**config.mk**
```make
export PLATFORM = sky130hd
export DESIGN_NAME = plc_cell
export DESIGN_NICKNAME = d
export VERILOG_FILES = /design/src/rtl/plc_pkg.sv /design/src/rtl/plc_cell.sv
export SDC_FILE = /design/constraint.sdc
export NUM_CORES = 1
export LEC_CHECK = 0
export ABC_AREA = 1
export BUFFER_PORTS_ARGS = -buffer_cell sky130_fd_sc_hd__buf_2
export CORE_MARGIN = 10
export CORE_UTILIZATION = 39
export DETAILED_ROUTE_END_ITERATION = 8
export PLACE_DENSITY = 0.79
export REMOVE_ABC_BUFFERS = 1
export SETUP_SLACK_MARGIN = 0.05
export SLEW_MARGIN = 20
export SYNTH_ARGS = -nofsm -noshare
export SYNTH_HDL_FRONTEND = slang
export SYNTH_SLANG_ARGS = --single-unit
```
**constraint.sdc**
```tcl
create_clock -name i_clk -period 4.3 [get_ports i_clk]
set_input_delay 0.215 -clock i_clk [delete_from_list [all_inputs] [get_ports i_clk]]
set_output_delay 0.215 -clock i_clk [all_outputs]
set_load 0.02 [all_outputs]
```
**src/rtl/plc_pkg.sv**
```systemverilog
// Shared constants, codes and types of the positional list engine.
package plc_pkg;

    localparam int DEPTH       = 64;
    localparam int WORD_BITS   = 64;

    localparam int KIND_BITS   = 2;
    localparam int POS_BITS    = 7;
    localparam int STATUS_BITS = 2;
    localparam int COUNT_BITS  = 7;
    localparam int CAP_BITS    = 8;
    localparam int MIN_BITS    = 7;

    localparam int CNT_W       = $clog2(DEPTH + 1);
    localparam int CMP_W       = (CNT_W > POS_BITS) ? CNT_W : POS_BITS;

    localparam int CAP_MAX       = 255;
    localparam int RESET_MIN_CAP = 10;

    // read tree: cells are OR-reduced in groups, then the groups are reduced
    localparam int GRP  = 8;
    localparam int NGRP = (DEPTH + GRP - 1) / GRP;

    localparam logic [KIND_BITS-1:0] KIND_INSERT = 2'd0;
    localparam logic [KIND_BITS-1:0] KIND_DELETE = 2'd1;
    localparam logic [KIND_BITS-1:0] KIND_READ   = 2'd2;
    localparam logic [KIND_BITS-1:0] KIND_UNUSED = 2'd3;

    localparam logic [STATUS_BITS-1:0] ST_DONE = 2'd0;
    localparam logic [STATUS_BITS-1:0] ST_OOB  = 2'd1;
    localparam logic [STATUS_BITS-1:0] ST_FULL = 2'd2;

    typedef enum logic [1:0] {
        OP_HOLD,
        OP_INS,
        OP_DEL
    } t_cell_op;

    typedef struct packed {
        t_cell_op               op;
        logic                   rd;
        logic [CNT_W-1:0]       idx;
        logic [WORD_BITS-1:0]   value;
    } t_cell_ctl;

    typedef struct packed {
        logic [STATUS_BITS-1:0] status;
        logic [COUNT_BITS-1:0]  count;
        logic [CAP_BITS-1:0]    capacity;
    } t_result;

endpackage

```
**src/rtl/plc_cell.sv**
```systemverilog
// One storage cell of the list row: holds a word and shifts with its neighbors.
module plc_cell (
    input  logic                          i_clk,
    input  logic [plc_pkg::CNT_W-1:0]     i_index,
    input  plc_pkg::t_cell_ctl            i_ctl,
    input  logic [plc_pkg::WORD_BITS-1:0] i_left,
    input  logic [plc_pkg::WORD_BITS-1:0] i_right,
    output logic [plc_pkg::WORD_BITS-1:0] o_word,
    output logic [plc_pkg::WORD_BITS-1:0] o_rd
);
    import plc_pkg::*;

    logic [WORD_BITS-1:0] r_word;
    logic [WORD_BITS-1:0] n_word;

    always_comb begin
        n_word = r_word;
        unique case (i_ctl.op)
            OP_INS: begin
                if (i_index > i_ctl.idx) begin
                    n_word = i_left;
                end else if (i_index == i_ctl.idx) begin
                    n_word = i_ctl.value;
                end
            end
            OP_DEL: begin
                if (i_index >= i_ctl.idx) begin
                    n_word = i_right;
                end
            end
            default: begin
                n_word = r_word;
            end
        endcase
    end

    always_ff @(posedge i_clk) begin
        r_word <= n_word;
    end

    assign o_word = r_word;
    assign o_rd   = (i_ctl.rd && (i_index == i_ctl.idx)) ? r_word : '0;

endmodule

```
==> results.md, run 1 <==
* Status: finished clean
* Post-synthesis cell count at 722
* PostCTS Resize Cnt at 0
* PD cells at 340 mW/mm^2
* WP buf/inv at 5
* CTS H-tree depth at 3
* CORE AREA at 0.0125 mm^2
* PnR Total Power at 2.33 mW
* FP Rows at 41
* Port Buf Inserts at 337
* Fmax at 352 MHz
* First-pass GRT wire length at 28.3 mm
* Routability cong. at 0.861
* Final setup margin at 1.46 ns
* DRT antenna net count at 0
* CP top delay family: simple AND/OR/NAND/NOR gates
* Crit path launch type: input pin
* Leak Pwr at 4.42 nW
* Post-synthesis register bit count at 64
* Vias in the first global route at 5495
* Hold depth at 3
* Internal at 1.54 mW
* RSZ-0062 raised after global routing: false
* Crit-path cells: buf_2 -> inv_1 -> ha_1 -> nand2_2 -> nor2_4 -> nand4_4 -> inv_1 -> nand2_2 -> buf_4 -> nor2_1 -> buf_2
* Die width at 133 um
* Post-CTS setup buffer count at 0
* Initial DRC count at 366
* CTS Hold Buffers Added at 0
* Vias per std cell at 4.54
* CP Max Fanout at 34
* Fin crit share at 0.660
* Number of buffers created by CTS at 9
* Critical path class: input pin to primary output
* Final Hold Fails at 0
* Min-Delay Path Class: input pin to register
* Part of the power in registers at 0.391
* Combinational Power Share at 0.307
* Hold path start: i_right[62]
* Maximum VDD drop at 156 uV
* Worst slew pin tran at 0.853 ns
* Clock Sinks at 64
* Initial antenna violation count at 1
* Clock-pin slew on the worst setup and hold paths at 0.05 ns
* Final Cell Area at 0.00688 mm^2
* Final min period at 2.84 ns
* Pin count of the biggest net entering global routing at 66
* Seq/Total Area, Yosys at 0.389
* Overall global routing resource usage at 0.197
* Switching Share at 0.342
* Final setup vio count at 0
* Max-slew violation count at 0
* Post-DR wirelength/cell at 15.2 um
* Post-synthesis area per instance at 6.85 um^2
* Worst hold margin at 0.162 ns
* Critical Path End Type: primary output
* Clock power share at 0.302
* Sw Pwr at 797 uW
* Vias at 5516
* Die H at 133 um
* CP required at 4.09 ns
* Commonest non-fill, non-tap cell in the layout: buf_2
* Share of layout cells above drive strength 1 at 0.370
* Critical Path Max Stage Delay at 0.46 ns
* Slew HR at 0.432
* DR DRC count at 0
* DR pass1 iterations at 5
* Slowest library cell on the worst path: nand4_4
* Total gr overflow at 0
* Max cap viols at 0
* Root buf cell: clkbuf_16
* P&R area growth vs syn at 39.0%
* Nets at 1256
* Ys Warns at 0
* Distinct cells, synth at 21
* Initial cell density of the core at 0.395
* Most frequent cells in the layout: buf_2 (337), inv_1 (206), nand2_1 (199)
* I/O pin count at 338
* Cell area after synthesis at 0.00495 mm^2
* Setup TNS at 0 ns
* Post-detail-place hpwl at 14.4 mm
* TritonCTS clock tree: done
* CTS max path bufs at 2
* Die ar. at 0.0176 mm^2
* Drt total wl at 18.5 mm
* Placed Area at 0.00659 mm^2
* Max reg flops at 64
* Post-Place Setup Slack at 1.37 ns
* Hold Crit Endpoint: o_word[62]$_DFFE_PP_
* CP arrival at 2.62 ns
-- cell families after synthesis --
logic type / after synthesis / share of synthesized area
flip-flops: 64 / 0.389
buffers and inverters: 246 / 0.220
AND/OR/NAND/NOR: 400 / 0.365
AO/OA/AOI/OAI: 3 / 0.00379
adder cells (fa/ha/maj): 9 / 0.0228
-- worst max-delay path by stage --
stage,from,endpoint,slack (ns),cells after the start
2_1_floorplan,i_ctl[70],o_word[0]$_DFFE_PP_,-0.59,8
6_report,i_ctl[70],o_rd[7],1.46,11
4_1_cts,i_ctl[70],o_rd[7],1.38,11
5_1_grt,i_ctl[70],o_rd[38],1.12,11
3_5_place_dp,i_ctl[70],o_rd[7],1.37,11
3_3_place_gp,i_ctl[70],o_rd[24],1.49,11
-- synth_stat cells (all sizes together) --
cell,number,area share
buf,32,0.058
edfxtp,64,0.39
nor2,67,0.052
a21oi,2,0.0028
clkbuf,7,0.0053
ha,9,0.023
nand4,1,0.0043
nand2,203,0.16
inv,207,0.16
nand3,129,0.15
o21ai,1,0.0010
-- power by group through the flow --
stage	clock, mW	sequential (mW)	combinational, mW
finish	0.705	0.913	0.716
global route	0.746	0.927	0.796
CTS	0.719	0.913	0.727
detailed placement	0	0.923	0.725
global placement	0	0.921	0.713
floorplan	0	1.06	0.276
-- through the flow --
stage	util	std cells
after floorplan	-	683
after global placement	0.526	1198
after detailed placement	0.527	1198
after CTS	0.549	1214
after global routing	0.549	1215
final	0.549	1215
-- area by class of cell --
| type | count | area [um^2] |
|---|---|---|
| multi-input cells | 412 | 1940 |
| clock buffers | 12 | 236 |
| well taps | 172 | 215 |
| fillers | 1238 | 5640 |
| inverters | 207 | 779 |
| flip-flops and latches | 64 | 1920 |
| diodes | 1 | 2.50 |
| clock inverters | 4 | 45.0 |
| repair buffers | 343 | 1730 |
-- layer usage --
layer | part of all wire | GRT usage
met1 | 0.37 | 0.208
met3 | 0.10 | 0.0689
met5 | 0 | 0
met4 | 0.027 | 0.0764
met2 | 0.50 | 0.353
(Power assumes the default switching activity.)
==> inputs of run 2 (changes only) <==
--- a/config.mk
+++ b/config.mk
@@ -5,12 +5,12 @@
 export SDC_FILE = /design/constraint.sdc
 export NUM_CORES = 1
 export LEC_CHECK = 0
-export ABC_AREA = 1
+export ABC_AREA = 0
 export BUFFER_PORTS_ARGS = -buffer_cell sky130_fd_sc_hd__buf_2
-export CORE_MARGIN = 10
-export CORE_UTILIZATION = 39
+export CORE_AREA = 10 10 123 125
 export DETAILED_ROUTE_END_ITERATION = 8
-export PLACE_DENSITY = 0.79
+export DIE_AREA = 0 0 133 135
+export PLACE_DENSITY = 0.77
 export REMOVE_ABC_BUFFERS = 1
 export SETUP_SLACK_MARGIN = 0.05
 export SLEW_MARGIN = 20
==> constraint.sdc (replaced) <==
create_clock -name i_clk -period 2.9 [get_ports i_clk]
set_input_delay 0.145 -clock i_clk [delete_from_list [all_inputs] [get_ports i_clk]]
set_output_delay 0.145 -clock i_clk [all_outputs]
set_load 0.02 [all_outputs]
==> results.md, run 2 <==
* Final Hold Fails at 0
* P&R area growth vs syn at 38.5%
* Hold depth at 3
* Vias at 5859
* CP required at 2.76 ns
* Finished Core Util at 0.555
* Post-synthesis register bit count at 64
* Vias in the first global route at 5828
* Die ar. at 0.0180 mm^2
* Ys flop type: edfxtp_1
* Max-slew violation count at 0
* Routability cong. at 0.795
* Final Cell Area at 0.00698 mm^2
* Fin crit share at 0.712
* Vias per std cell at 5.76
* I/O pin count at 338
* Total gr overflow at 0
* EDFF count, synth at 64
* TritonCTS clock tree: done
* Clock Sinks at 64
* Drt total wl at 21.2 mm
* DR DRC count at 0
* CTS Hold Buffers Added at 0
* Critical path class: input pin to primary output
* Critical Path End Type: primary output
* Max reg flops at 64
* Combinational Power Share at 0.314
* Top cells by area, synth: edfxtp_1 (38%), nand3_1 (13%), o2111ai_1 (11%), a22oi_1 (9.5%), and3_1 (8.1%)
* CORE AREA at 0.0126 mm^2
* Top-count cell post-synth: nand3_1
* Post-detail-place hpwl at 15.3 mm
* Maximum VDD drop at 216 uV
* First-pass GRT wire length at 31.6 mm
* Final setup vio count at 0
* Worst slew pin tran at 0.943 ns
* Synth cell count leaders: nand3_1 (128), and3_1 (65), a22oi_1 (64), edfxtp_1 (64), o2111ai_1 (64)
* Root buf cell: clkbuf_16
* Most frequent cells in the layout: buf_2 (337), nand3_1 (128), and3_1 (65)
* Initial cell density of the core at 0.401
* Ys Warns at 0
* Die width at 133 um
* Initial antenna violation count at 1
* PostCTS Resize Cnt at 0
* CP Max Fanout at 128
* Share of layout cells above drive strength 1 at 0.436
* Placed Area at 0.00673 mm^2
* Critical Path Max Stage Delay at 0.40 ns
* Top cell type's share of synthesized area at 0.381
* Slowest library cell on the worst path: buf_12
* DR pass1 iterations at 5
* Post-CTS setup buffer count at 0
* Min-Delay Path Class: input pin to register
* Part of the power in registers at 0.407
* Post-synthesis cell count at 557
* Crit-path cells: buf_2 -> ha_1 -> and4_4 -> and2_4 -> buf_12 -> and3_1 -> buf_2
* FP Rows at 41
* Seq/Total Area, Yosys at 0.381
* Max cap viols at 0
* Yosys top cell by area: edfxtp_1
* Initial DRC count at 524
* PD cells at 474 mW/mm^2
* RSZ-0062 raised after global routing: false
* Clock-pin slew on the worst setup and hold paths at 0.06 ns
* Fmax at 484 MHz
* Final min period at 2.06 ns
* Commonest non-fill, non-tap cell in the layout: buf_2
* Post-DR wirelength/cell at 20.9 um
* Post-Place Setup Slack at 0.627 ns
* Internal at 2.19 mW
* Clock power share at 0.279
* Slew HR at 0.370
* Die H at 135 um
* Sw Pwr at 1.12 mW
* Port Buf Inserts at 337
* Crit path launch type: input pin
* CP arrival at 1.92 ns
* Final setup margin at 0.836 ns
* DRT antenna net count at 0
* Fraction of registers with async set/reset at 0
* Pin count of the biggest net entering global routing at 129
* Number of buffers created by CTS at 9
* Distinct cells, synth at 27
* Nets at 1061
* Overall global routing resource usage at 0.217
* Post-synthesis area per instance at 9.05 um^2
* CTS max path bufs at 2
* Switching Share at 0.337
* Status: finished clean
* Cell area after synthesis at 0.00504 mm^2
* Critical Path Most Common Cell: buf_2
* Leak Pwr at 3.45 nW
* CTS H-tree depth at 3
[run 2: cell count changes after synthesis, sizes merged, moves of 9 or more]
cell | before | now
clkbuf | 7 | 41
o2111ai | 0 | 64
nor2 | 67 | 2
and2b | 0 | 9
and3 | 0 | 65
nor2b | 0 | 55
a22oi | 0 | 64
nand2 | 203 | 2
inv | 207 | 10
[run 2: metal layers]
metal  up-vias  global-route usage  share of wire
met5         -                   0              0
met4         0              0.0642          0.019
met3        26              0.0827           0.10
met2       338               0.375           0.51
met1      2718               0.244           0.37
li1       2777                   -              -
[run 2: path summary, 6_finish.rpt]
path	to	startpoint
min	o_word[1]$_DFFE_PP_	i_right[1]
max	o_rd[54]	i_index[6]
[run 2: layout make-up]
type	count	area (um^2)
fill	1197	5590
multi-input combinational	409	2750
sequential	64	1920
timing repair buffer	348	1810
clock buffer	10	229
tap	172	215
inverter	10	38.8
clock inverter	3	12.5
antenna	1	2.50
[run 2: kinds of logic (layout without fill, tap and decap cells)]
kind of cell	count (synthesis)	count (layout)	share of synthesized area
AO/OA/AOI/OAI	135	135	0.216
adder cells (fa/ha/maj)	9	9	0.0223
buffers and inverters	84	371	0.0810
flip-flops	64	64	0.381
other	0	1	0
AND/OR/NAND/NOR	265	265	0.299
[run 2: metrics by stage]
stage / hold WS [ns] / TNS [ns] / instances / total power, mW
finish: 0.152 / 0 / 1017 / 3.31
floorplan: 0.382 / -391.88 / 483 / 1.93
detailed placement: 0.476 / 0 / 1003 / 2.40
global placement: 0.471 / 0 / 1003 / 2.39
CTS: 0.141 / 0 / 1016 / 3.34
global route: 0.143 / 0 / 1017 / 3.47
[run 2: power groups by stage]
stage	sequential, mW	clock [mW]	combinational, mW
5_1_grt	1.37	0.976	1.13
3_3_place_gp	1.36	0	1.03
2_1_floorplan	1.56	0	0.367
3_5_place_dp	1.36	0	1.04
6_report	1.35	0.923	1.04
4_1_cts	1.35	0.946	1.04
[run 2: critical path: cells and delay by family]
family	cells	cell delay [ns]
simple gates	3	0.72
buf+inv	3	0.69
fa+ha+maj	1	0.31
==> inputs of run 3 (changes only) <==
==> constraint.sdc (replaced) <==
create_clock -name i_clk -period 2 [get_ports i_clk]
set_input_delay 0.1 -clock i_clk [delete_from_list [all_inputs] [get_ports i_clk]]
set_output_delay 0.1 -clock i_clk [all_outputs]
set_load 0.02 [all_outputs]
==> results.md, run 3 (synthesis results as in run 2) <==
* Crit path launch type: input pin
* Critical path class: input pin to primary output
* Total gr overflow at 0
* Initial DRC count at 496
* Final setup vio count at 0
* Min-Delay Path Class: input pin to register
* Final Cell Area at 0.00717 mm^2
* Storage element area at 0.00192 mm^2
* I/O pin count at 338
* Most frequent cells in the layout: buf_2 (337), nand3_1 (128), and3_1 (65)
* Port Buf Inserts at 337
* DR DRC count at 0
* PnR Total Power at 4.87 mW
* Worst hold margin at 0.104 ns
* Number of buffers created by CTS at 9
* DRT antenna net count at 0
* Top layer in use: met4
* Post-CTS setup buffer count at 0
* Die H at 135 um
* RSZ-0062 raised after global routing: false
* Initial cell density of the core at 0.401
* PostCTS Resize Cnt at 0
* P&R area growth vs syn at 42.3%
* Placed Area at 0.00691 mm^2
* # fillers at 1205
* Die ar. at 0.0180 mm^2
* Worst slew pin tran at 0.521 ns
* Nets at 1069
* PD cells at 679 mW/mm^2
* Final min period at 1.72 ns
* CP required at 1.90 ns
* CTS max path bufs at 2
* CTS Hold Buffers Added at 0
* Clock-pin slew on the worst setup and hold paths at 0.05 ns
* Post-DR wirelength/cell at 20.6 um
* Footprint of the multi-input gates at 0.00275 mm^2
* Die width at 133 um
* Leak Pwr at 3.54 nW
* Fin crit share at 0.858
* Share of layout cells above drive strength 1 at 0.442
* Setup TNS at 0 ns
* CORE AREA at 0.0126 mm^2
* Slew HR at 0.652
* Maximum VDD drop at 314 uV
* Root buf cell: clkbuf_16
* Commonest non-fill, non-tap cell in the layout: buf_2
* Post-detail-place hpwl at 15.8 mm
* CP arrival at 1.62 ns
* Max cap viols at 0
* Met1 wire length at 7.84 mm
* Max reg flops at 64
* TritonCTS clock tree: done
* CP Max Fanout at 70
* Met3 Wirelength at 2.39 mm
* Initial antenna violation count at 4
* Fmax at 582 MHz
* Overall global routing resource usage at 0.224
* Status: finished clean
* Finished Core Util at 0.571
* Max-slew violation count at 0
* First-pass GRT wire length at 32.6 mm
* DR WL met2 at 10.5 mm
* Final Hold Fails at 0
* Critical Path End Type: primary output
* FP Rows at 41
* DR pass1 iterations at 5
* Pin count of the biggest net entering global routing at 71
* Drt total wl at 21.3 mm
* Clock Sinks at 64
* Vias in the first global route at 5910
* Vias per std cell at 5.75
* CTS H-tree depth at 3
* Vias at 5926
* Routability cong. at 0.812
run 3: final timing paths:
| path | start | endpoint | slack [ns] | cells past startpoint |
|---|---|---|---|---|
| worst min-delay path | i_right[57] | o_word[57]$_DFFE_PP_ | 0.10 | 3 |
| worst max-delay path | i_ctl[70] | o_rd[41] | 0.28 | 8 |
run 3: power by group:
part	total (mW)	leakage [nW]	switching (mW)	internal (mW)
Clock	1.35	0.129	0.536	0.818
Sequential	1.96	0.605	0.147	1.81
Combinational	1.56	2.81	0.954	0.602
Total	4.87	3.54	1.64	3.23
run 3: critical path, cell delays in order:
cell	delay, ns
buf_2	0.08
inv_1	0.03
ha_1	0.29
and4_4	0.27
and2_4	0.19
buf_12	0.25
and3_1	0.20
buf_2	0.17
run 3: through the flow:
| step | std cells | setup slack (ns) |
|---|---|---|
| 2_1_floorplan | 483 | -5.41 |
| 3_3_place_gp | 1011 | 0.130 |
| 3_5_place_dp | 1011 | 0.139 |
| 4_1_cts | 1027 | 0.274 |
| 5_1_grt | 1030 | 0.183 |
| 6_report | 1031 | 0.283 |
run 3: area by class of cell:
type	instances	area share
multi-input combinational	409	0.384
timing repair buffer	356	0.276
sequential	64	0.268
clock buffer	10	0.0319
tap	172	0.0300
inverter	10	0.00523
clock inverter	6	0.00366
antenna	4	0.00140
run 3: layer usage:
metal | track usage | vias to the layer above
met2 | 0.382 | 369
li1 | - | 2794
met5 | 0 | -
met1 | 0.254 | 2728
met3 | 0.0812 | 35
met4 | 0.0746 | 0
