[config.mk]
export PLATFORM = sky130hd
export DESIGN_NAME = plc_ctl
export DESIGN_NICKNAME = d
export VERILOG_FILES = /design/src/rtl/plc_pkg.sv /design/src/rtl/plc_ctl.sv
export SDC_FILE = /design/constraint.sdc
export NUM_CORES = 1
export LEC_CHECK = 0
export BUFFER_PORTS_ARGS = -buffer_cell sky130_fd_sc_hd__buf_2
export CELL_PAD_IN_SITES_DETAIL_PLACEMENT = 0
export CELL_PAD_IN_SITES_GLOBAL_PLACEMENT = 1
export CORE_MARGIN = 8
export CORE_UTILIZATION = 31
export DETAILED_ROUTE_END_ITERATION = 7
export PLACE_DENSITY_LB_ADDON = 0.1
export SLEW_MARGIN = 15
export SYNTH_ARGS = -nofsm -noshare
export SYNTH_HDL_FRONTEND = slang
export SYNTH_SLANG_ARGS = --single-unit
[constraint.sdc]
create_clock -name i_clk -period 5.7 [get_ports i_clk]
set_clock_uncertainty 0.05 [all_clocks]
set_input_delay 0.285 -clock i_clk [delete_from_list [all_inputs] [get_ports i_clk]]
set_output_delay 0.285 -clock i_clk [all_outputs]
set_load 0.05 [all_outputs]
[src/rtl/plc_pkg.sv]
// Shared constants, codes and types of the positional list engine.
package plc_pkg;

    localparam int DEPTH       = 64;
    localparam int WORD_BITS   = 64;

    localparam int KIND_BITS   = 2;
    localparam int POS_BITS    = 7;
    localparam int STATUS_BITS = 2;
    localparam int COUNT_BITS  = 7;
    localparam int CAP_BITS    = 8;
    localparam int MIN_BITS    = 7;

    localparam int CNT_W       = $clog2(DEPTH + 1);
    localparam int CMP_W       = (CNT_W > POS_BITS) ? CNT_W : POS_BITS;

    localparam int CAP_MAX       = 255;
    localparam int RESET_MIN_CAP = 10;

    // read tree: cells are OR-reduced in groups, then the groups are reduced
    localparam int GRP  = 8;
    localparam int NGRP = (DEPTH + GRP - 1) / GRP;

    localparam logic [KIND_BITS-1:0] KIND_INSERT = 2'd0;
    localparam logic [KIND_BITS-1:0] KIND_DELETE = 2'd1;
    localparam logic [KIND_BITS-1:0] KIND_READ   = 2'd2;
    localparam logic [KIND_BITS-1:0] KIND_UNUSED = 2'd3;

    localparam logic [STATUS_BITS-1:0] ST_DONE = 2'd0;
    localparam logic [STATUS_BITS-1:0] ST_OOB  = 2'd1;
    localparam logic [STATUS_BITS-1:0] ST_FULL = 2'd2;

    typedef enum logic [1:0] {
        OP_HOLD,
        OP_INS,
        OP_DEL
    } t_cell_op;

    typedef struct packed {
        t_cell_op               op;
        logic                   rd;
        logic [CNT_W-1:0]       idx;
        logic [WORD_BITS-1:0]   value;
    } t_cell_ctl;

    typedef struct packed {
        logic [STATUS_BITS-1:0] status;
        logic [COUNT_BITS-1:0]  count;
        logic [CAP_BITS-1:0]    capacity;
    } t_result;

endpackage

[src/rtl/plc_ctl.sv]
// Operation decode, bounds checks, entry count and logical capacity.
module plc_ctl (
    input  logic                            i_clk,
    input  logic                            i_rst_n,
    input  logic                            i_accept,
    input  logic [plc_pkg::KIND_BITS-1:0]   i_kind,
    input  logic [plc_pkg::POS_BITS-1:0]    i_pos,
    input  logic                            i_tail,
    input  logic [plc_pkg::WORD_BITS-1:0]   i_value,
    input  logic                            i_cfg_we,
    input  logic [plc_pkg::MIN_BITS-1:0]    i_cfg_wdata,
    output plc_pkg::t_cell_ctl              o_cell,
    output plc_pkg::t_result                o_res
);
    import plc_pkg::*;

    localparam int RZ_W = ((CNT_W > CAP_BITS) ? CNT_W : CAP_BITS) + 2;

    logic [CNT_W-1:0]    r_count;
    logic [CAP_BITS-1:0] r_cap;
    logic [MIN_BITS-1:0] r_min;

    logic [CNT_W-1:0]       n_count;
    logic [CAP_BITS-1:0]    n_cap;
    logic [STATUS_BITS-1:0] status;
    t_cell_op               op;
    logic                   rd;
    logic [CMP_W-1:0]       pos_c;
    logic [CMP_W-1:0]       cnt_c;
    logic [CMP_W-1:0]       idx_c;
    logic [CNT_W-1:0]       nc;
    logic [CAP_BITS:0]      dbl;
    logic [CAP_BITS-1:0]    cap1;
    logic [CAP_BITS-1:0]    half;
    logic [CAP_BITS-1:0]    min_c;
    logic [RZ_W-1:0]        thr;
    logic [MIN_BITS-1:0]    cfg_min;

    assign pos_c   = CMP_W'(i_pos);
    assign cnt_c   = CMP_W'(r_count);
    assign min_c   = CAP_BITS'(r_min);
    assign cfg_min = (i_cfg_wdata == '0) ? MIN_BITS'(1) : i_cfg_wdata;

    // decode and bounds
    always_comb begin
        status = ST_DONE;
        op     = OP_HOLD;
        rd     = 1'b0;
        idx_c  = pos_c;
        unique case (i_kind) inside
            KIND_INSERT: begin
                idx_c = i_tail ? (cnt_c - pos_c) : pos_c;
                if (pos_c > cnt_c) begin
                    status = ST_OOB;
                end else if (cnt_c >= CMP_W'(DEPTH)) begin
                    status = ST_FULL;
                end else begin
                    op = OP_INS;
                end
            end
            KIND_DELETE, KIND_READ: begin
                idx_c = i_tail ? (cnt_c - CMP_W'(1) - pos_c) : pos_c;
                if (pos_c >= cnt_c) begin
                    status = ST_OOB;
                end else if (i_kind == KIND_DELETE) begin
                    op = OP_DEL;
                end else begin
                    rd = 1'b1;
                end
            end
            default: begin
                status = ST_OOB;
            end
        endcase
    end

    // count update and capacity hysteresis
    always_comb begin
        nc    = (op == OP_INS) ? (r_count + CNT_W'(1)) : (r_count - CNT_W'(1));
        dbl   = {r_cap, 1'b0};
        cap1  = r_cap;
        if (RZ_W'(nc) >= RZ_W'(r_cap)) begin
            cap1 = (dbl > (CAP_BITS + 1)'(CAP_MAX)) ? CAP_BITS'(CAP_MAX) : dbl[CAP_BITS-1:0];
        end
        // count < cap/3 is the same as 3*count + 3 <= cap
        thr   = (RZ_W'(nc) << 1) + RZ_W'(nc) + RZ_W'(3);
        half  = cap1 >> 1;
        n_cap = cap1;
        if ((thr <= RZ_W'(cap1)) && (cap1 > min_c)) begin
            n_cap = (half < min_c) ? min_c : half;
        end
        if (op == OP_HOLD) begin
            n_count = r_count;
            n_cap   = r_cap;
        end else begin
            n_count = nc;
        end
    end

    always_ff @(posedge i_clk) begin
        if (!i_rst_n) begin
            r_count <= '0;
            r_min   <= MIN_BITS'(RESET_MIN_CAP);
            r_cap   <= CAP_BITS'(RESET_MIN_CAP);
        end else if (i_cfg_we) begin
            r_min <= cfg_min;
            r_cap <= CAP_BITS'(cfg_min);
        end else if (i_accept) begin
            r_count <= n_count;
            r_cap   <= n_cap;
        end
    end

    always_comb begin
        o_cell.op    = i_accept ? op : OP_HOLD;
        o_cell.rd    = rd;
        o_cell.idx   = CNT_W'(idx_c);
        o_cell.value = i_value;
    end

    assign o_res.status   = status;
    assign o_res.count    = COUNT_BITS'(n_count);
    assign o_res.capacity = n_cap;

    a_count_bound: assert property (@(posedge i_clk) disable iff (!i_rst_n)
        r_count <= CNT_W'(DEPTH))
        else $error("entry count beyond store depth");

    a_cap_floor: assert property (@(posedge i_clk) disable iff (!i_rst_n)
        r_cap >= CAP_BITS'(r_min))
        else $error("logical capacity below minimum");

    a_fail_keeps: assert property (@(posedge i_clk) disable iff (!i_rst_n)
        (i_accept && !i_cfg_we && (status != ST_DONE)) |=> (r_count == $past(r_count)))
        else $error("failed operation changed the count");

    a_ins_step: assert property (@(posedge i_clk) disable iff (!i_rst_n)
        (i_accept && !i_cfg_we && (op == OP_INS))
            |=> (r_count == $past(r_count) + CNT_W'(1)))
        else $error("insert did not advance the count");

endmodule

==> results_dict.tcl, run 1 <==
set metrics [dict create \
    status "finished with violations" \
    violations "negative setup slack" \
    fin_crit_ns 6.03 \
    cts.sinks 22 \
    final_antenna_net_count 0 \
    routed_wl_microns 13500 \
    cts_tree "yes" \
    clock_latency_ns 0.26 \
    syn_area_per_cell_sq_um 7.48 \
    syn_area_sq_mm 0.00402 \
    holdPathStages 3 \
    drive_above_1_share 0.424 \
    seq_area_frac_synth 0.110 \
    remaining_drc_errors 0 \
    start_util 0.318 \
    synthMostInstantiatedCell "buf_4" \
    clockBufferDepth 2 \
    layout.cells.non_filler 809 \
    leakagePower_nw 2.62 \
    fillers 1326 \
    grt_pass1_wl_microns 21600 \
    timing.critical_path.to_type "primary output" \
    slew_viol_final 0 \
    wl_per_cell_microns 16.7 \
    hold_violations 0 \
    worstHoldPathType "in2reg" \
    ys.flop_type "dfxtp_1" \
    worst_slew_pin_slew_ns 1.06 \
    regArea_sq_um 452 \
    dp_hpwl_microns 10900 \
    crit_required_ns 5.37 \
    multiInputGateArea_sq_mm 0.00342 \
    crit_path_max_fanout 7 \
    postLayoutCoreUtil 0.448 \
    holdPathEnd "r_min[1]" \
    pwr_density_cell_mw_per_mm2 189 \
    rsz0062_at_grt "true" \
    synth-seq-cells 22 \
    grt_antenna_before_repair 0 \
    synth_edf_count 0 \
    grt_max_degree 19 \
    synth_nets 681 \
    vias_per_cell 4.93 \
    synth_warnings 0 \
    rows 41 \
    grt_pass1_vias 4137 \
    dieArea_sq_mm 0.0169 \
    drt_iter0_drc 191 \
    firstDrtPassIters 4 \
    io-pin-count 176 \
    cp.arrival_ns 5.70 \
    maxCapViolations 0 \
    reg2regPathDepth 26 \
    crit_type "reg2out" \
    ff2ff_setup_slack_ns 0.09 \
    grt_remaining_overflow 0 \
    ys_top_cells_by_area "ha_1 18%, buf_4 12%, dfxtp_1 11%" \
    nNetsFinal 782 \
    cts.reportedPaths.clkPinSlew_ns 0.06 \
    synthArstFlopShare 0 \
    area_delta_synth_final_pct 40.9 \
    cts_max_level 1 \
    portBuffers 47 \
    core-area_sq_mm 0.0126 \
    synth_top_area_frac 0.178 \
    vias 3985 \
    finalCritPeriodShare 1.06 \
    slew_headroom 0.290 \
    synth_cells 537 \
    diodes 0 \
    gp_congestion 0.840 \
    final-setup-viol-count 7 \
    synth_cell_types 61 \
    cts_made_buffers 3 \
    die_w_microns 130 \
    finalPower_mw 1.07 \
    max_freq_mhz 166 \
    placed_cells 776 \
    synth_top_cell_by_area "ha_1" \
    root_buffer "clkbuf_16" \
    worstReg2RegEnd "r_cap[1]" \
    layout_setup_ws_ns -0.332 \
    vdd_drop_max_mv 0.106 \
    cp-start-kind "flop" \
    min-delay-start "i_cfg_wdata[1]" \
    synth_common_cells "65 x buf_4, 57 x ha_1, 47 x inv_1" \
    grt_usage 0.161 \
    die_h_microns 130 \
    timing.rr.start "cnt_c[4]" \
    ctsHoldBuffers 0 \
]
state kept, by name, summed over array words and instances (netlist names):
register and cells:
cnt_c 7, r_cap 8, r_min 7
how the worst max path moves through the flow:
| stage | start | to | slack [ns] | cells past startpoint |
|---|---|---|---|---|
| CTS | cnt_c[4] | o_res[6] | -0.26 | 29 |
| global placement | i_pos[4] | o_res[4] | -0.81 | 30 |
| finish | cnt_c[4] | o_res[1] | -0.33 | 26 |
| global route | cnt_c[4] | o_res[3] | -0.58 | 26 |
| floorplan | cnt_c[0] | o_res[4] | 0.003 | 28 |
| detailed placement | i_pos[4] | o_res[4] | -0.75 | 31 |
layer usage:
layer  share of wire  wire length, microns  track usage
met3           0.036                   488       0.0204
met5               0                     0            0
met2            0.50                  6800        0.299
met1            0.45                  6030        0.195
met4           0.014                   195       0.0301
layout make-up:
class,count,area share
Sequential cell,22,0.0798
Inverter,48,0.0318
Timing Repair Buffer,174,0.228
Clock buffer,3,0.0133
Multi-Input combinational cell,389,0.604
Tap cell,172,0.0380
Clock inverter,1,0.00531
repair_timing:
action                     CTS  global route
setup endpoints to repair   15            15
resized for setup           90            32
gates cloned                 1             0
setup buffers               25             6
pin swaps                   24            14
layout by cell type, fill, tap and decap left out, types with 3 or more instances in the layout:
cell type,synthesis,final
o211ai_1,4,4
mux2i_4,0,5
nand3b_1,4,4
nor2_1,39,32
nand2_1,44,42
nand2b_1,5,5
and2_1,3,3
or3_1,6,5
o21ai_2,0,7
nor3_1,8,6
buf_2,0,39
xnor2_1,17,15
nand4_1,4,4
dfxtp_2,0,6
clkbuf_16,0,3
inv_1,47,45
a21o_1,11,11
mux2i_2,0,3
buf_4,65,121
o2bb2ai_1,3,3
a21oi_4,0,6
xor2_1,13,12
mux2i_1,15,7
and3_1,5,5
ha_4,0,13
ha_1,57,44
mux2_4,0,5
a22oi_1,8,8
nand3_1,7,6
nor2b_1,6,6
buf_8,0,3
nand2_2,1,3
dfxtp_1,22,15
o21ai_0,31,22
a21oi_2,0,5
o21ai_1,3,3
buf_6,0,9
nor2_2,0,5
a21oi_1,44,33
through the flow:
step	setup WS (ns)	cell area (sq um)	setup TNS, ns	hold slack (ns)
after floorplan	0.00292	4070	0	0.334
after global placement	-0.811	4710	-7.11	0.430
after detailed placement	-0.750	4710	-6.47	0.435
after CTS	-0.261	5440	-1.53	0.253
after global routing	-0.579	5660	-4.40	0.271
final	-0.332	5660	-2.03	0.245
kinds of logic after synthesis:
| family | synth area share |
|---|---|
| AO/OA/AOI/OAI | 0.225 |
| AND/OR/NAND/NOR | 0.172 |
| buffers and inverters | 0.182 |
| adder cells (fa/ha/maj) | 0.188 |
| XOR/XNOR | 0.0695 |
| flip-flops | 0.110 |
| multiplexers | 0.0542 |
report_power, final:
| group | internal, mW | total, mW | switching [mW] |
|---|---|---|---|
| sequential | 0.160 | 0.167 | 0.00691 |
| combinational | 0.337 | 0.700 | 0.363 |
| clock | 0.140 | 0.200 | 0.0605 |
worst max-delay path, stage by stage, from the launching register on:
cell	delay [ns]
dfxtp_4	0.36
ha_4	0.27
nand4_1	0.17
nor2_2	0.20
o21ai_2	0.09
nor2_2	0.14
buf_6	0.17
mux2i_4	0.31
xnor2_4	0.20
ha_4	0.26
ha_4	0.27
and3b_1	0.20
nand3_2	0.10
o221ai_4	0.19
xor2_2	0.12
ha_4	0.27
nand3b_1	0.19
buf_4	0.21
a21oi_4	0.13
a211oi_4	0.07
or3_4	0.36
nor3b_4	0.28
a31oi_4	0.06
buf_12	0.17
mux2i_4	0.19
mux2_4	0.29
buf_8	0.15
Note: power is estimated with default switching activity, not from simulation.
==> inputs of run 2 (changes only) <==
==> constraint.sdc (replaced) <==
create_clock -name i_clk -period 5.7 [get_ports i_clk]
set_clock_uncertainty 0.05 [all_clocks]
set_input_delay 1.71 -clock i_clk [delete_from_list [all_inputs] [get_ports i_clk]]
set_output_delay 1.71 -clock i_clk [all_outputs]
set_load 0.05 [all_outputs]
==> run 2 against run 1 <==
Against the previous run:
- design area is 6.5% higher
- largest power group unchanged
- first-iteration DRC count shrank 1.0%
- global-route usage rose by 0.59 points
- worst setup slack lost 2.5 ns
- flip-flop and latch count unchanged
- clock power about the same
- highest routed layer unchanged
- the flow still finishes with violations (negative setup slack)
- critical path depth rose by 1
- register-to-register slack better by 0.18 ns
==> results_dict.tcl, run 2 (same netlist as run 1, synthesis figures left out) <==
set metrics [dict create \
    wl_per_cell_microns 16.7 \
    dieArea_sq_mm 0.0169 \
    dp_hpwl_microns 11500 \
    crit_path_max_fanout 8 \
    grt_pass1_vias 4379 \
    finalCritPeriodShare 1.49 \
    layout.cells.non_filler 842 \
    portBuffers 47 \
    pwr_density_cell_mw_per_mm2 183 \
    leakagePower_nw 2.79 \
    max_freq_mhz 118 \
    drt_iter0_drc 189 \
    fillers 1267 \
    slew_viol_final 0 \
    top_register "r_cap" \
    timing.hold.ws_ns 0.442 \
    layout_setup_ws_ns -2.79 \
    cp.arrival_ns 6.73 \
    grt_antenna_before_repair 0 \
    placed_cells 812 \
    io-pin-count 176 \
    vdd_drop_max_mv 0.104 \
    start_util 0.318 \
    die_h_microns 130 \
    cts.sinks 22 \
    worstHoldPathType "reg2reg" \
    maxCapViolations 0 \
    routed_wl_microns 14000 \
    drive_above_1_share 0.461 \
    diodes 0 \
    hold_violations 0 \
    dp_slack_ns -3.25 \
    worstReg2RegEnd "r_cap[1]" \
    clockBufferDepth 2 \
    crit_type "in2out" \
    layout_common_cells "148 x buf_4, 44 x ha_1, 40 x nand2_1" \
    crit_required_ns 3.94 \
    slew_headroom 0.625 \
    rows 41 \
    firstDrtPassIters 4 \
    final_antenna_net_count 0 \
    timing.rr.start "cnt_c[5]" \
    reg2regPathDepth 25 \
    grt_max_degree 19 \
    cts_made_buffers 3 \
    crit_start "i_pos[1]" \
    vias_per_cell 4.95 \
    ff2ff_setup_slack_ns 0.27 \
    area_delta_synth_final_pct 50.0 \
    fin_crit_ns 8.49 \
    final_common_cell "buf_4" \
    cts_tree "yes" \
    cts.reportedPaths.clkPinSlew_ns 0.06 \
    largest_reg_flops 8 \
    grt_usage 0.167 \
    holdPathEnd "r_min[5]" \
    worst_slew_pin_slew_ns 0.560 \
    ctsHoldBuffers 0 \
    holdPathStages 2 \
    remaining_drc_errors 0 \
    postLayoutCoreUtil 0.477 \
    root_buffer "clkbuf_16" \
    vias 4166 \
    core-area_sq_mm 0.0126 \
    grt_pass1_wl_microns 22500 \
    cts_max_level 1 \
    grt_remaining_overflow 0 \
    min-delay-start "r_min[5]" \
    gp_congestion 0.840 \
    violations "negative setup slack" \
    final-setup-viol-count 17 \
    die_w_microns 130 \
    status "finished with violations" \
    timing.critical_path.to_type "primary output" \
    clock_latency_ns 0.26 \
    nNetsFinal 815 \
    rsz0062_at_grt "true" \
    cp-start-kind "input port" \
]
-- run 2: cell count changes in the layout (fill, tap and decap cells not counted), sizes merged --
cell | before | now
buf | 174 | 206
clkbuf | 3 | 5
a31oi | 4 | 3
clkinvlp | 0 | 1
inv | 47 | 46
-- run 2: what timing repair did --
| action | CTS | global route |
|---|---|---|
| gates cloned | 1 | 0 |
| resized for setup | 82 | 40 |
| setup buffers | 19 | 8 |
| endpoints found under the setup margin | 17 | 20 |
| pin swaps | 29 | 20 |
-- run 2: worst max-delay path by stage --
stage                     endpoint  slack, ns  depth (start not counted)
after floorplan           o_res[4]      -2.47                         28
after CTS                 o_res[6]      -2.75                         27
final                     o_res[0]      -2.79                         27
after global routing      o_res[0]      -3.01                         33
after global placement    o_res[6]      -3.24                         30
after detailed placement  o_res[6]      -3.25                         30
-- run 2: metal layers --
metal  global-route usage  vias up  share of wire
met5                    0        -              0
met4               0.0553        0          0.027
met3               0.0249       25          0.045
met2                0.313       97           0.51
met1                0.189     1962           0.42
li1                     -     2082              -
-- run 2: area by class of cell --
class	count	area, sq um	area share
clock buffer	3	75.1	0.0125
clock inverter	1	30.0	0.00499
inverter	48	191	0.0318
multi-input combinational	388	3420	0.568
sequential	22	440	0.0731
tap	172	215	0.0357
timing repair buffer	208	1650	0.274
-- run 2: stage by stage --
stage	setup TNS [ns]	power, mW	instance area [sq um]
4_1_cts	-26.88	1.05	5770
2_1_floorplan	-24.16	0.651	4230
3_5_place_dp	-34.21	0.753	5170
3_3_place_gp	-33.94	0.750	5170
5_1_grt	-31.21	1.18	6020
6_report	-27.36	1.10	6020
-- run 2: critical path: stages --
cell and delay [ns]:
buf_2 0.12, clkinvlp_4 0.11, ha_4 0.29, nand3_2 0.08
nor2_4 0.12, o21ai_2 0.08, nor2_2 0.17, buf_12 0.15
mux2i_4 0.25, xnor2_2 0.17, ha_1 0.30, ha_4 0.30
and3b_1 0.23, nand3_4 0.09, o221ai_4 0.21, xor2_2 0.11
ha_4 0.27, nand3b_1 0.16, a2111oi_4 0.25, a211oi_2 0.08
or3_4 0.36, nor3b_4 0.22, a31oi_4 0.06, buf_12 0.17
buf_6 0.12, a221o_2 0.37, buf_6 0.16
-- run 2: where the power goes --
group | switching, mW | internal [mW]
logic | 0.375 | 0.364
clock network | 0.0609 | 0.140
registers | 0.00393 | 0.161
total | 0.439 | 0.664
